## src/hdl/nbmf_divider.sv

```systemverilog
module nbmf_divider #(
   parameter int SUM_W = 40,
   parameter int CNT_W = 8
) (
   input  logic                    clock,
   input  logic                    reset,
   input  logic                    start,
   input  logic signed [SUM_W-1:0] dividend,
   input  logic [CNT_W-1:0]        divisor,
   output logic                    done,
   output logic signed [SUM_W-1:0] quotient
);

   localparam int STEP_W = $clog2(SUM_W + 1);

   logic              busy_ff, busy_in;
   logic              done_ff, done_in;
   logic              neg_ff, neg_in;
   logic [SUM_W-1:0]  quo_ff, quo_in;
   logic [CNT_W:0]    rem_ff, rem_in;
   logic [CNT_W-1:0]  den_ff, den_in;
   logic [STEP_W-1:0] step_ff, step_in;
   logic [CNT_W:0]    rem_sh;

   always_comb begin
      busy_in = busy_ff;
      done_in = 1'b0;
      neg_in  = neg_ff;
      quo_in  = quo_ff;
      rem_in  = rem_ff;
      den_in  = den_ff;
      step_in = step_ff;
      rem_sh  = {rem_ff[CNT_W-1:0], quo_ff[SUM_W-1]};
      if (start) begin
         busy_in = 1'b1;
         neg_in  = dividend[SUM_W-1];
         quo_in  = dividend[SUM_W-1] ? SUM_W'(-dividend) : SUM_W'(dividend);
         rem_in  = '0;
         den_in  = divisor;
         step_in = '0;
      end else if (busy_ff) begin
         // one restoring step per cycle
         if (rem_sh >= {1'b0, den_ff}) begin
            rem_in = rem_sh - {1'b0, den_ff};
            quo_in = {quo_ff[SUM_W-2:0], 1'b1};
         end else begin
            rem_in = rem_sh;
            quo_in = {quo_ff[SUM_W-2:0], 1'b0};
         end
         step_in = step_ff + 1'b1;
         if (step_ff == STEP_W'(SUM_W - 1)) begin
            busy_in = 1'b0;
            done_in = 1'b1;
         end
      end
   end

   always_ff @(posedge clock) begin
      if (reset) begin
         busy_ff <= 1'b0;
         done_ff <= 1'b0;
      end else begin
         busy_ff <= busy_in;
         done_ff <= done_in;
      end
      neg_ff  <= neg_in;
      quo_ff  <= quo_in;
      rem_ff  <= rem_in;
      den_ff  <= den_in;
      step_ff <= step_in;
   end

   assign done     = done_ff;
   assign quotient = neg_ff ? -$signed(quo_ff) : $signed(quo_ff);

endmodule

```

## config.mk

```make
export PLATFORM = sky130hd
export DESIGN_NAME = nbmf_divider
export DESIGN_NICKNAME = d
export VERILOG_FILES = /design/src/hdl/nbmf_divider.sv
export SDC_FILE = /design/constraint.sdc
export NUM_CORES = 1
export LEC_CHECK = 0
export BUFFER_PORTS_ARGS = -buffer_cell sky130_fd_sc_hd__buf_2
export CAP_MARGIN = 20
export CORE_ASPECT_RATIO = 0.7
export CORE_UTILIZATION = 50
export CTS_CLUSTER_SIZE = 40
export DETAILED_ROUTE_END_ITERATION = 10
export GPL_TIMING_DRIVEN = 0
export PLACE_DENSITY_LB_ADDON = 0.05
export SLEW_MARGIN = 20
export SYNTH_ARGS = -nofsm -noshare
export SYNTH_HDL_FRONTEND = slang
export SYNTH_SLANG_ARGS = --single-unit
```

## constraint.sdc

```tcl
create_clock -name clock -period 2.4 [get_ports clock]
set_input_delay 0.24 -clock clock [delete_from_list [all_inputs] [get_ports clock]]
set_output_delay 0.24 -clock clock [all_outputs]
set_load 0.005 [all_outputs]
```

==> results.json <==
{
  "setup_violations": 31,
  "cp.depth": 8,
  "dp.cells": 747,
  "die_y_um": 84.4,
  "crit_buf_inv": 3,
  "grt_use_total": 0.293,
  "seq_area_frac_synth": 0.369,
  "diodes": 0,
  "hold_depth": 1,
  "pwr_density_cell_mw_per_mm2": 628,
  "tritoncts": "done",
  "relSlewSlack": 0.307,
  "crit_type": "reg2out",
  "synth_flop_cell": "edfxtp_1",
  "cp.arrival_ns": 2.50,
  "async_reset_ff_frac": 0,
  "combPwrFrac": 0.256,
  "p_int_mw": 2.80,
  "pwr-share-clk": 0.371,
  "cp.required_ns": 2.16,
  "tightestPinTransition_ns": 1.04,
  "finalCritPeriodShare": 1.14,
  "setup_slack_ns": -0.338,
  "drv_slew": 0,
  "period_minus_slack_ns": 2.74,
  "synthesis.area_mm2": 0.00485,
  "drive_above_1_share": 0.307,
  "route.detailed.drc": 0,
  "vias_per_cell": 6.08,
  "clock_latency_ns": 0.34,
  "routed-via-count": 4800,
  "synth_area_leaders": "edfxtp_1 30%, xnor2_1 8.5%, dfxtp_1 6.6%",
  "stdcell_count": 789,
  "antenna_left": 0,
  "ctsHtreeMaxLevel": 3,
  "cts_buffer_depth": 2,
  "grt_setup_unrepaired": "true",
  "holdCritPathClass": "in2reg",
  "fin_util": 0.686,
  "ys_ff_latch": 65,
  "cp_max_fo": 5,
  "clock-sinks": 65,
  "crit_slowest_cell": "or4_4",
  "grt_max_degree": 42,
  "die_x_um": 120,
  "r2r-end": "rem_ff[6]",
  "drv_cap": 0,
  "violations": "setup timing",
  "leakagePower_nw": 2.42,
  "worstSetupStartpoint": "quo_ff[6]",
  "p_switching_mw": 1.19,
  "r2r-start": "quo_ff[39]",
  "synth_area_leader_cell": "edfxtp_1",
  "grt_remaining_overflow": 0,
  "drt_iter0_markers": 378,
  "rrSetupSlack_ns": 0.13,
  "max_freq_mhz": 365,
  "wl_per_cell_um": 18.8,
  "path_cells": "or4_4 > nor4_4 > buf_4 > nand4_1 > buf_6 > o31ai_4 > xnor2_1 > buf_2",
  "swShare": 0.299,
  "antenna_found_initial": 0,
  "numCtsBuffers": 9,
  "finalPower_mw": 3.99,
  "boundaryPins": 92,
  "hold_buffers": 0,
  "worstRegToRegCells": 8,
  "skew_ns": 0.00362,
  "clkTransAtPathRegs_ns": 0.05,
  "cts_root_buffer": "clkbuf_16",
  "dpl.hpwl_um": 10100,
  "pwr-share-seq": 0.373,
  "dp_slack_ns": -0.466,
  "fillers": 734,
  "vdd_ir_drop_max_mv": 0.621,
  "critPathCaptureType": "output port",
  "synth_nets": 595,
  "syn_area_per_cell_um2": 9.12,
  "synth_top_area_frac": 0.303,
  "start_util": 0.524,
  "crit_family": "simple AND/OR/NAND/NOR gates",
  "crit_path_end": "quotient[39]",
  "grt_pass1_vias": 4382,
  "finalWirelength_um": 14800,
  "area_growth_pct": 30.9,
  "setup_tns_ns": -5.96,
  "coreArea_mm2": 0.00925,
  "worstSetupStartpointType": "flip-flop",
  "synth.distinct_cells": 56,
  "status": "finished with violations",
  "routabilityCongestion": 0.919,
  "synth_edf_count": 49,
  "die-area_mm2": 0.0101,
  "hold_viol": 0,
  "ys.warnings.count": 0,
  "crit_path_max_incr_delay_ns": 0.62,
  "io_buffers": 91,
  "grt_pass1_wl_um": 22600,
  "drt-pass1-iter-count": 4,
  "syn_inst": 532,
  "fin_nets": 723,
  "std_cell_rows": 29
}
[what timing repair did]
action / 4_1_cts / 5_1_grt
endpoints found under the setup margin: 33 / 39
resized for setup: 37 / 35
buffers inserted: 19 / 9
pin swaps: 16 / 26
[worst reg2reg max path, cell delays in order (launching register included)]
cell and delay (ns):
edfxtp_1 0.44, inv_1 0.07, ha_1 0.25, fa_1 0.41, nand2b_1 0.19, a21oi_2 0.17, mux2i_1 0.11, o41ai_2 0.38
a211oi_1 0.13
[cell usage after synthesis, types with 11 or more instances]
cell type	number
o41ai_1	12
xor2_1	29
o21ai_1	15
o21ai_0	12
dfxtp_1	16
nand3_1	15
ha_1	11
clkbuf_1	16
a21oi_1	37
nor2_1	60
edfxtp_1	49
inv_1	24
o31ai_1	15
xnor2_1	47
nand2_1	33
[cell families (layout without fill, tap and decap cells)]
group / Yosys count / count (layout) / share of synthesized area
simple gates: 191 / 191 / 0.219
compound gates: 132 / 132 / 0.189
xor+xnor: 76 / 76 / 0.137
flops: 65 / 65 / 0.369
buf+inv: 50 / 183 / 0.0413
fa+ha+maj: 12 / 12 / 0.0325
mux: 6 / 6 / 0.0124
[layout make-up]
type	count	area, um2	area share
Multi-Input combinational cell	417	3180	0.500
Sequential cell	65	1790	0.282
Timing Repair Buffer	118	681	0.107
Clock buffer	13	303	0.0477
Tap cell	124	155	0.0244
Buffer	25	113	0.0177
Inverter	24	90.1	0.0142
Clock inverter	3	40.0	0.00630
[power by group through the flow]
stage | clock, mW | combinational [mW] | sequential, mW
detailed placement | 0 | 0.895 | 1.50
floorplan | 0 | 0.577 | 1.46
finish | 1.48 | 1.02 | 1.49
global placement | 0 | 0.883 | 1.49
global route | 1.54 | 1.11 | 1.50
CTS | 1.49 | 0.968 | 1.47
[through the flow]
stage / area (um2) / hold WS (ns)
final: 6350 / 0.0744
after global placement: 5460 / 0.416
after floorplan: 4850 / 0.316
after global routing: 6350 / 0.0654
after CTS: 6110 / 0.0672
after detailed placement: 5460 / 0.418
[metal layers]
| layer | global-route usage | wire length, um |
|---|---|---|
| met5 | 0 | 0 |
| met4 | 0.109 | 289 |
| met3 | 0.0734 | 1390 |
| met2 | 0.416 | 6220 |
| met1 | 0.426 | 6940 |
[worst min-delay path by stage]
stage                          start   endpoint  slack [ns]
after detailed placement  divisor[6]  den_ff[6]        0.42
after CTS                 divisor[6]  den_ff[6]        0.07
after floorplan                reset       done        0.32
after global placement    divisor[0]  den_ff[0]        0.42
after global routing      divisor[0]  den_ff[0]        0.07
final                     divisor[6]  den_ff[6]        0.07
[state kept, by name (all words and copies together) (netlist names)]
| name | count |
|---|---|
| den_ff | 8 |
| rem_ff | 8 |
| quo_ff | 40 |
| step_ff | 6 |
| done | 1 |
| neg_ff | 1 |
| busy_ff | 1 |
[cell usage in the layout (no fill, tap or decap), types with 5 or more instances in the layout]
master	count
nor3_1	6
nor4_1	6
o21ai_0	12
nand2b_1	8
ha_1	11
or4_4	8
a21oi_1	36
mux2i_1	6
inv_1	23
edfxtp_1	49
nor2_1	59
o21ai_2	10
nor2b_1	6
nand2_1	27
dfxtp_1	16
buf_1	6
buf_6	7
buf_2	91
buf_4	23
xor2_1	29
clkbuf_16	11
o31ai_4	6
nand4_1	9
xnor2_1	46
nor3b_1	5
nand3_1	11
o31ai_1	9
o41ai_1	10
a211oi_1	6
or3_1	7
clkbuf_1	13
Power figures use the tool's default switching activity.
